--- src/rtl/tqs_pkg.sv ---
// Package with types and constants of the timer queue scheduler.
`timescale 1ns / 1ps
package tqs_pkg;
    localparam int TIMERS = 16;
    localparam int IDX_W  = (TIMERS > 1) ? $clog2(TIMERS) : 1;
    localparam int CNT_W  = $clog2(TIMERS + 1);

    localparam int DELAY_W = 24;
    localparam int ID_W    = 31;
    localparam int TIME_W  = 32;
    localparam int DL_W    = 33;
    localparam int IN_W    = 88;
    localparam int OUT_W   = 64;

    localparam logic [1:0] CMD_ADD    = 2'd0;
    localparam logic [1:0] CMD_REMOVE = 2'd1;
    localparam logic [1:0] CMD_SELECT = 2'd2;
    localparam logic [1:0] CMD_NOP    = 2'd3;

    localparam logic [1:0] KIND_ADD    = 2'd0;
    localparam logic [1:0] KIND_REMOVE = 2'd1;
    localparam logic [1:0] KIND_FIRE   = 2'd2;
    localparam logic [1:0] KIND_FINISH = 2'd3;

    localparam logic [1:0] ST_OK        = 2'd0;
    localparam logic [1:0] ST_BAD_DELAY = 2'd1;
    localparam logic [1:0] ST_FULL      = 2'd2;
    localparam logic [1:0] ST_NOT_FOUND = 2'd3;

    typedef enum logic [2:0] {
        S_IDLE,
        S_ADD,
        S_REM_SCAN,
        S_SEL_SCAN,
        S_SEL_DECIDE,
        S_SEL_UPD,
        S_SEL_DIV,
        S_EMIT
    } state_t;
endpackage

--- src/rtl/tqs_rem.sv ---
// Iterative restoring remainder unit, one quotient bit per cycle.
`timescale 1ns / 1ps
module tqs_rem
    import tqs_pkg::*;
(
    input  logic               clk,
    input  logic               rst_n,
    input  logic               start,
    input  logic [TIME_W-1:0]  dividend,
    input  logic [DELAY_W-1:0] divisor,
    output logic               done,
    output logic [DELAY_W-1:0] remainder
);
    localparam int STEP_W = $clog2(TIME_W + 1);

    logic [TIME_W-1:0]  num_reg;
    logic [DELAY_W:0]   rem_reg;
    logic [DELAY_W-1:0] div_reg;
    logic [STEP_W-1:0]  step_reg;
    logic               busy_reg;
    logic               done_reg;
    logic [DELAY_W:0]   shifted;
    logic [DELAY_W:0]   diff;

    assign shifted = {rem_reg[DELAY_W-1:0], num_reg[TIME_W-1]};
    assign diff    = shifted - {1'b0, div_reg};

    always_ff @(posedge clk or negedge rst_n)
    begin
        if (!rst_n)
        begin
            busy_reg <= 1'b0;
            done_reg <= 1'b0;
            step_reg <= '0;
        end
        else
        begin
            done_reg <= 1'b0;
            if (start)
            begin
                busy_reg <= 1'b1;
                step_reg <= '0;
            end
            else if (busy_reg)
            begin
                step_reg <= step_reg + 1'b1;
                if (step_reg == STEP_W'(TIME_W - 1))
                begin
                    busy_reg <= 1'b0;
                    done_reg <= 1'b1;
                end
            end
        end
    end

    always_ff @(posedge clk)
    begin
        if (start)
        begin
            num_reg <= dividend;
            div_reg <= divisor;
            rem_reg <= '0;
        end
        else if (busy_reg)
        begin
            num_reg <= {num_reg[TIME_W-2:0], 1'b0};
            rem_reg <= diff[DELAY_W] ? shifted : diff;
        end
    end

    assign done      = done_reg;
    assign remainder = rem_reg[DELAY_W-1:0];
endmodule

--- src/rtl/timer_queue_scheduler_unit.sv ---
// Top level of the timer queue scheduler: timer table, sequencer and result register.
//  channel | dir | tdata                                                 | tuser   | tlast
//  s_axis  | in  | delay_ms, periodic, timer_id, now_ms                  | command | -
//  m_axis  | out | status, fired_or_new_id, next_delay_ms, next_valid    | kind    | last
// Add: an update state, then the result beat. Remove: a scan of up to TIMERS slots, then the beat.
// Select, per fired timer: a scan of all slots, a decide state, the fire beat, an update state,
// plus the remainder unit for a periodic timer; then a final scan, decide and the finish beat.
// One item is worked at a time; s_tready is high only while idle.
// A stalled output beat holds the sequencer. Reset clears the valid and fresh bits.
`timescale 1ns / 1ps
module timer_queue_scheduler_unit
    import tqs_pkg::*;
(
    input  logic             clk,
    input  logic             rst_n,
    input  logic             s_tvalid,
    output logic             s_tready,
    input  logic [IN_W-1:0]  s_tdata,   // delay_ms, periodic, timer_id, now_ms
    input  logic [1:0]       s_tuser,   // command
    output logic             m_tvalid,
    input  logic             m_tready,
    output logic [OUT_W-1:0] m_tdata,   // status, fired_or_new_id, next_delay_ms, next_valid
    output logic [1:0]       m_tuser,   // kind
    output logic             m_tlast
);
    state_t state_reg, state_next, ret_reg;

    logic [DL_W-1:0]    dl_reg [TIMERS];
    logic [DELAY_W-1:0] iv_reg [TIMERS];
    logic [ID_W-1:0]    id_reg [TIMERS];
    logic [TIMERS-1:0]  valid_reg;
    logic [TIMERS-1:0]  fresh_reg;
    logic [ID_W-1:0]    idc_reg;
    logic [DELAY_W-1:0] pend_reg;
    logic               pend_valid_reg;

    logic [DELAY_W-1:0] delay_reg;
    logic               periodic_reg;
    logic [ID_W-1:0]    tid_reg;
    logic [TIME_W-1:0]  now_reg;

    logic [IDX_W-1:0]   idx_reg;
    logic [CNT_W-1:0]   cnt_reg;
    logic               bfound_reg;
    logic [DL_W-1:0]    bd_reg;
    logic [ID_W-1:0]    bid_reg;
    logic [IDX_W-1:0]   bslot_reg;
    logic               bfresh_reg;
    logic [DELAY_W-1:0] biv_reg;

    logic [1:0]         o_kind_reg;
    logic [1:0]         o_status_reg;
    logic [ID_W-1:0]    o_id_reg;
    logic [DELAY_W-1:0] o_delay_reg;
    logic               o_valid_reg;
    logic               o_last_reg;

    logic               in_fire;
    logic               out_fire;
    logic               idx_last;
    logic               take;
    logic               rem_match;
    logic               stop;
    logic               has_free;
    logic [IDX_W-1:0]   free_slot;
    logic [ID_W-1:0]    new_id;
    logic [DL_W-1:0]    gap;
    logic [DELAY_W-1:0] fin_delay;
    logic               div_start;
    logic               div_done;
    logic [DELAY_W-1:0] div_rem;

    assign in_fire  = s_tvalid && s_tready;
    assign out_fire = m_tvalid && m_tready;
    assign idx_last = (idx_reg == IDX_W'(TIMERS - 1));

    assign take = valid_reg[idx_reg] && (!bfound_reg || dl_reg[idx_reg] < bd_reg ||
                  (dl_reg[idx_reg] == bd_reg && id_reg[idx_reg] < bid_reg));
    assign rem_match = valid_reg[idx_reg] && (id_reg[idx_reg] == tid_reg);
    assign stop = !bfound_reg || (bd_reg > {1'b0, now_reg}) || bfresh_reg ||
                  (cnt_reg == CNT_W'(TIMERS));
    assign gap = bd_reg - {1'b0, now_reg};

    always_comb
    begin
        if (bd_reg <= {1'b0, now_reg})
            fin_delay = DELAY_W'(1);
        else if (gap[DL_W-1:DELAY_W] != '0)
            fin_delay = '1;
        else
            fin_delay = gap[DELAY_W-1:0];
    end

    always_comb
    begin
        has_free  = 1'b0;
        free_slot = '0;
        for (int i = TIMERS - 1; i >= 0; i--)
        begin
            if (!valid_reg[i])
            begin
                has_free  = 1'b1;
                free_slot = IDX_W'(i);
            end
        end
    end

    assign new_id = (idc_reg == '0) ? ID_W'(1) : idc_reg;

    tqs_rem u_rem (
        .clk       (clk),
        .rst_n     (rst_n),
        .start     (div_start),
        .dividend  (now_reg - bd_reg[TIME_W-1:0]),
        .divisor   (biv_reg),
        .done      (div_done),
        .remainder (div_rem)
    );

    always_comb
    begin
        state_next = state_reg;
        case (state_reg)
            S_IDLE:
            begin
                if (in_fire)
                begin
                    case (s_tuser)
                        CMD_ADD:    state_next = S_ADD;
                        CMD_REMOVE: state_next = S_REM_SCAN;
                        CMD_SELECT: state_next = S_SEL_SCAN;
                        default:    state_next = S_IDLE;
                    endcase
                end
            end
            S_ADD:        state_next = S_EMIT;
            S_REM_SCAN:   state_next = (rem_match || idx_last) ? S_EMIT : S_REM_SCAN;
            S_SEL_SCAN:   state_next = idx_last ? S_SEL_DECIDE : S_SEL_SCAN;
            S_SEL_DECIDE: state_next = S_EMIT;
            S_SEL_UPD:    state_next = (biv_reg != '0) ? S_SEL_DIV : S_SEL_SCAN;
            S_SEL_DIV:    state_next = div_done ? S_SEL_SCAN : S_SEL_DIV;
            S_EMIT:       state_next = out_fire ? ret_reg : S_EMIT;
            default:      state_next = S_IDLE;
        endcase
    end

    always_comb
    begin
        s_tready  = 1'b0;
        m_tvalid  = 1'b0;
        div_start = 1'b0;
        case (state_reg)
            S_IDLE:    s_tready  = 1'b1;
            S_SEL_UPD: div_start = (biv_reg != '0);
            S_EMIT:    m_tvalid  = 1'b1;
            default:   s_tready  = 1'b0;
        endcase
    end

    always_ff @(posedge clk or negedge rst_n)
    begin
        if (!rst_n)
        begin
            state_reg      <= S_IDLE;
            ret_reg        <= S_IDLE;
            valid_reg      <= '0;
            fresh_reg      <= '0;
            idc_reg        <= ID_W'(1);
            pend_reg       <= '0;
            pend_valid_reg <= 1'b0;
            idx_reg        <= '0;
            cnt_reg        <= '0;
            bfound_reg     <= 1'b0;
        end
        else
        begin
            state_reg <= state_next;
            case (state_reg)
                S_IDLE:
                begin
                    idx_reg    <= '0;
                    cnt_reg    <= '0;
                    bfound_reg <= 1'b0;
                end
                S_ADD:
                begin
                    ret_reg <= S_IDLE;
                    if (delay_reg != '0 && has_free)
                    begin
                        if (!pend_valid_reg || pend_reg > delay_reg)
                        begin
                            pend_reg       <= delay_reg;
                            pend_valid_reg <= 1'b1;
                        end
                        idc_reg              <= (idc_reg == '0) ? ID_W'(2) : idc_reg + 1'b1;
                        valid_reg[free_slot] <= 1'b1;
                        fresh_reg[free_slot] <= 1'b1;
                    end
                end
                S_REM_SCAN:
                begin
                    ret_reg <= S_IDLE;
                    idx_reg <= idx_reg + 1'b1;
                    if (rem_match)
                    begin
                        valid_reg[idx_reg] <= 1'b0;
                        fresh_reg[idx_reg] <= 1'b0;
                    end
                end
                S_SEL_SCAN:
                begin
                    idx_reg <= idx_last ? '0 : idx_reg + 1'b1;
                    if (take)
                        bfound_reg <= 1'b1;
                end
                S_SEL_DECIDE:
                begin
                    if (stop)
                    begin
                        ret_reg        <= S_IDLE;
                        fresh_reg      <= '0;
                        pend_valid_reg <= bfound_reg;
                        pend_reg       <= bfound_reg ? fin_delay : '0;
                    end
                    else
                    begin
                        ret_reg <= S_SEL_UPD;
                        cnt_reg <= cnt_reg + 1'b1;
                    end
                end
                S_SEL_UPD:
                begin
                    bfound_reg <= 1'b0;
                    if (biv_reg == '0)
                        valid_reg[bslot_reg] <= 1'b0;
                end
                default:
                begin
                end
            endcase
        end
    end

    always_ff @(posedge clk)
    begin
        case (state_reg)
            S_IDLE:
            begin
                if (in_fire)
                begin
                    delay_reg    <= s_tdata[23:0];
                    periodic_reg <= s_tdata[24];
                    tid_reg      <= s_tdata[55:25];
                    now_reg      <= s_tdata[87:56];
                end
            end
            S_ADD:
            begin
                o_kind_reg  <= KIND_ADD;
                o_last_reg  <= 1'b1;
                o_delay_reg <= pend_reg;
                o_valid_reg <= pend_valid_reg;
                o_id_reg    <= '0;
                if (delay_reg == '0)
                    o_status_reg <= ST_BAD_DELAY;
                else if (!has_free)
                    o_status_reg <= ST_FULL;
                else
                begin
                    o_status_reg      <= ST_OK;
                    o_id_reg          <= new_id;
                    dl_reg[free_slot] <= {1'b0, now_reg} + DL_W'(delay_reg);
                    iv_reg[free_slot] <= periodic_reg ? delay_reg : '0;
                    id_reg[free_slot] <= new_id;
                    if (!pend_valid_reg || pend_reg > delay_reg)
                    begin
                        o_delay_reg <= delay_reg;
                        o_valid_reg <= 1'b1;
                    end
                end
            end
            S_REM_SCAN:
            begin
                o_kind_reg   <= KIND_REMOVE;
                o_last_reg   <= 1'b1;
                o_delay_reg  <= pend_reg;
                o_valid_reg  <= pend_valid_reg;
                o_status_reg <= rem_match ? ST_OK : ST_NOT_FOUND;
                o_id_reg     <= rem_match ? tid_reg : '0;
            end
            S_SEL_SCAN:
            begin
                if (take)
                begin
                    bd_reg     <= dl_reg[idx_reg];
                    bid_reg    <= id_reg[idx_reg];
                    bslot_reg  <= idx_reg;
                    bfresh_reg <= fresh_reg[idx_reg];
                    biv_reg    <= iv_reg[idx_reg];
                end
            end
            S_SEL_DECIDE:
            begin
                o_status_reg <= ST_OK;
                if (stop)
                begin
                    o_kind_reg  <= KIND_FINISH;
                    o_last_reg  <= 1'b1;
                    o_id_reg    <= '0;
                    o_delay_reg <= bfound_reg ? fin_delay : '0;
                    o_valid_reg <= bfound_reg;
                end
                else
                begin
                    o_kind_reg  <= KIND_FIRE;
                    o_last_reg  <= 1'b0;
                    o_id_reg    <= bid_reg;
                    o_delay_reg <= '0;
                    o_valid_reg <= 1'b0;
                end
            end
            S_SEL_DIV:
            begin
                if (div_done)
                    dl_reg[bslot_reg] <= {1'b0, now_reg} - DL_W'(div_rem) + DL_W'(biv_reg);
            end
            default:
            begin
            end
        endcase
    end

    assign m_tdata = {6'b0, o_valid_reg, o_delay_reg, o_id_reg, o_status_reg};
    assign m_tuser = o_kind_reg;
    assign m_tlast = o_last_reg;
endmodule

--- config.mk ---
export PLATFORM = sky130hd
export DESIGN_NAME = timer_queue_scheduler_unit
export DESIGN_NICKNAME = d
export VERILOG_FILES = /design/src/rtl/tqs_pkg.sv /design/src/rtl/tqs_rem.sv /design/src/rtl/timer_queue_scheduler_unit.sv
export SDC_FILE = /design/constraint.sdc
export NUM_CORES = 2
export LEC_CHECK = 0
export ABC_AREA = 0
export BUFFER_PORTS_ARGS = -buffer_cell sky130_fd_sc_hd__buf_2
export CAP_MARGIN = 20
export CORE_ASPECT_RATIO = 0.5
export CORE_MARGIN = 3
export CORE_UTILIZATION = 32
export CTS_BUF_LIST = sky130_fd_sc_hd__clkbuf_4
export CTS_CLUSTER_SIZE = 24
export DETAILED_ROUTE_END_ITERATION = 10
export GPL_TIMING_DRIVEN = 0
export PLACE_DENSITY = 0.49
export SLEW_MARGIN = 30
export SYNTH_ARGS = -nofsm -noshare
export SYNTH_HDL_FRONTEND = slang
export SYNTH_HIERARCHICAL = 1
export SYNTH_SLANG_ARGS = --single-unit
--- constraint.sdc ---
create_clock -name clk -period 9.5 [get_ports clk]
set_clock_uncertainty 0.05 [all_clocks]
set_input_delay 0.95 -clock clk [delete_from_list [all_inputs] [get_ports clk]]
set_output_delay 0.95 -clock clk [all_outputs]
set_load 0.005 [all_outputs]
==> flow_summary.toml <==
[route]
viasPerCell = 5.37
dr_total_vias = 53000
post-route-drc-count = 0
antenna_left = 0
firstDrtPassIters = 6
routed_wl_um = 291000
wl_per_cell_um = 29.4
drtIter0Drc = 5458

[cells_and_area]
multi_input_comb_area_um2 = 26900
layout-drive-gt1-share = 0.262
nFillCells = 24100
seq_area_um2 = 54500
area_delta_synth_final_pct = 18.6
postLayoutCoreUtil = 0.384
nets = 6499
largest_register_ffs = 528
fin_cells = 9883

[die]
io_pins = 163
die_w_um = 727
core_area_um2 = 257000
die_y_um = 366
fp.dieArea_um2 = 266000
rows = 131
initial_core_util = 0.324

[logic_synthesis]
ys_seq_elements = 1840
syn_area_per_cell_um2 = 16.0
post-synth-top-area-fraction = 0.616
syn_area_um2 = 83100
yosysUniqueCellTypes = 95
synth_async_sr_flop_share = 0.0598
synth_common_cells = "edfxtp_1 (1706), mux4_2 (401), inv_1 (285)"
synth_warnings = 6
ys_seq_area_frac = 0.655
synth-edff-count = 1706
syn_inst = 5208
yosys-top-cells-area = "edfxtp_1 (62%), mux4_2 (11%), ha_1 (3.8%)"
netlist.top_cell.by_area = "edfxtp_1"
synth.most_common_cell = "edfxtp_1"
synthFlopType = "edfxtp_1"

[sta]
maxSlewViolCount = 0
setup_viol = 0
worst_slew_pin_slew_ps = 1120
setup_tns_ps = 0
final.min_clock_period_ps = 9040
whs_ps = 253
fmax_ghz = 0.111
grt_setup_unrepaired = "false"
slew_headroom = 0.253
final-hold-violation-count = 0
finalCritPeriodShare = 0.951

[clocking]
cts_root_buffer = "clkbuf_4"
numCtsBuffers = 440
clockBufferDepth = 4
cts.clk_slew.worst_paths_ps = 70
postCtsSetupBuffers = 0
insertion_delay_ps = 1290
cts_tree = "yes"
clock-sinks = 1840
cts_htree_levels = 5

[hold_path]
whs_path_depth = 6
min_path_type = "input port to flop"
min_from = "m_tready"

[power_and_ir_drop]
p_per_area_nw_per_um2 = 275
leakage_nw = 35.1
p_sw_mw = 10.3
ir_drop_uv = 151
seqPwrFrac = 0.368
switching_share = 0.378
p_total_mw = 27.1
power.share.clock = 0.238
p_int_mw = 16.9
power_frac_comb = 0.394

[placed_design]
dp_cells = 9048
hpwl_um = 214000
io_buffers = 156
gp_routability_congestion = 0.912

[setup_path]
crit_path_start_kind = "flop"
regToRegStartpoint = "idx_reg[1]"
worstPathMaxFanout = 32
r2r_cells = 21
cp-end-kind = "flop"
crit_required_ps = 10320
crit_type = "flop to flop"
cp-startpoint = "idx_reg[1]"
critPathArrivalTime_ps = 9850

[job]
max_cap_viol_count = 0

[global_route]
grt_start_max_net_pins = 79
grt_pass1_vias = 53300
grt-ovfl-total = 0
grt_use_total = 0.214
grt_pass1_wl_um = 407000
antenna_found_initial = 20

[status]
status = "completed"
## cell families after synthesis
logic type | after synthesis | synth area share
mux | 559 | 0.128
compound gates | 909 | 0.0724
xor+xnor | 192 | 0.0203
buf+inv | 549 | 0.0270
simple gates | 879 | 0.0522
flops | 1840 | 0.655
other cells | 1 | 0.0000451
fa+ha+maj | 279 | 0.0445
## final timing paths
kind / end / slack (ps)
worst max register to register: bid_reg[26] / 460
worst min register to register: bslot_reg[2] / 400
max in group asynchronous: pend_reg[17] / 8050
min in group asynchronous: idc_reg[29] / 610
worst max-delay path: bid_reg[26] / 460
worst min-delay path: state_reg[2] / 250
## placed cells by master, fill, tap and decap left out, types with 48 or more instances in the layout
master and n:
nor2_1 184, clkbuf_1 143, buf_16 86, inv_1 284, a21o_1 84, ha_1 251
xnor2_1 117, mux4_2 401, buf_2 216, edfxtp_1 1706, clkbuf_4 613, dlygate4sd3_1 92
buf_4 101, a21oi_1 212, nor3_1 48, a221o_1 51, clkinv_1 82, dfrtp_1 109
mux2i_1 115, nand2_1 233, o21ai_0 194, nand3_1 72, nand4_1 51, a22oi_1 54
xor2_1 74
## critical path, cell delays in order, from the launching register on
cell and delay [ps]:
dfrtp_1 400, buf_2 230, buf_2 400, buf_2 460, buf_2 430, buf_2 620
clkbuf_1 820, clkbuf_1 780, mux4_2 440, mux4_2 630, ha_1 340, nor2b_1 140
o21a_1 160, o21ai_0 150, nand2b_1 80, a21oi_1 170, o21ai_0 280, a32oi_1 270
nand3_1 490, o211ai_1 260, and4_4 640, buf_12 310
## power groups by stage
stage               sequential, mW  combinational (mW)  clock (mW)
global route                  10.0                11.4        7.06
floorplan                     10.0                6.46           0
CTS                           9.98                10.7        6.63
global placement              10.2                10.3           0
finish                        9.99                10.7        6.45
detailed placement            10.2                10.6           0
## repair_timing
item	4_1_cts	5_1_grt
resized for setup	0	0
hold buffers	93	0
hold endpoints to repair	199	0
## area by class of cell
class	instances	area share
Sequential cell	1840	0.552
Clock inverter	119	0.00722
Buffer	263	0.0127
Antenna cell	9	0.000228
Multi-Input combinational cell	2824	0.272
Timing Repair Buffer	471	0.0536
Clock buffer	613	0.0467
Inverter	286	0.0109
Tap cell	3458	0.0439
## through the flow
| stage | setup slack, ps | area, um2 |
|---|---|---|
| floorplan | 1680 | 83100 |
| global placement | -8760 | 88200 |
| detailed placement | 527 | 92300 |
| global route | 340 | 98600 |
| finish | 463 | 98600 |
| CTS | 495 | 98500 |
## layer usage
metal,vias to the layer above,part of all wire,track usage
li1,22600,-,-
met2,2240,0.47,0.343
met5,-,0.00019,0
met1,27700,0.43,0.296
met4,8,0.032,0.0670
met3,466,0.068,0.0376
(Power assumes the default switching activity.)
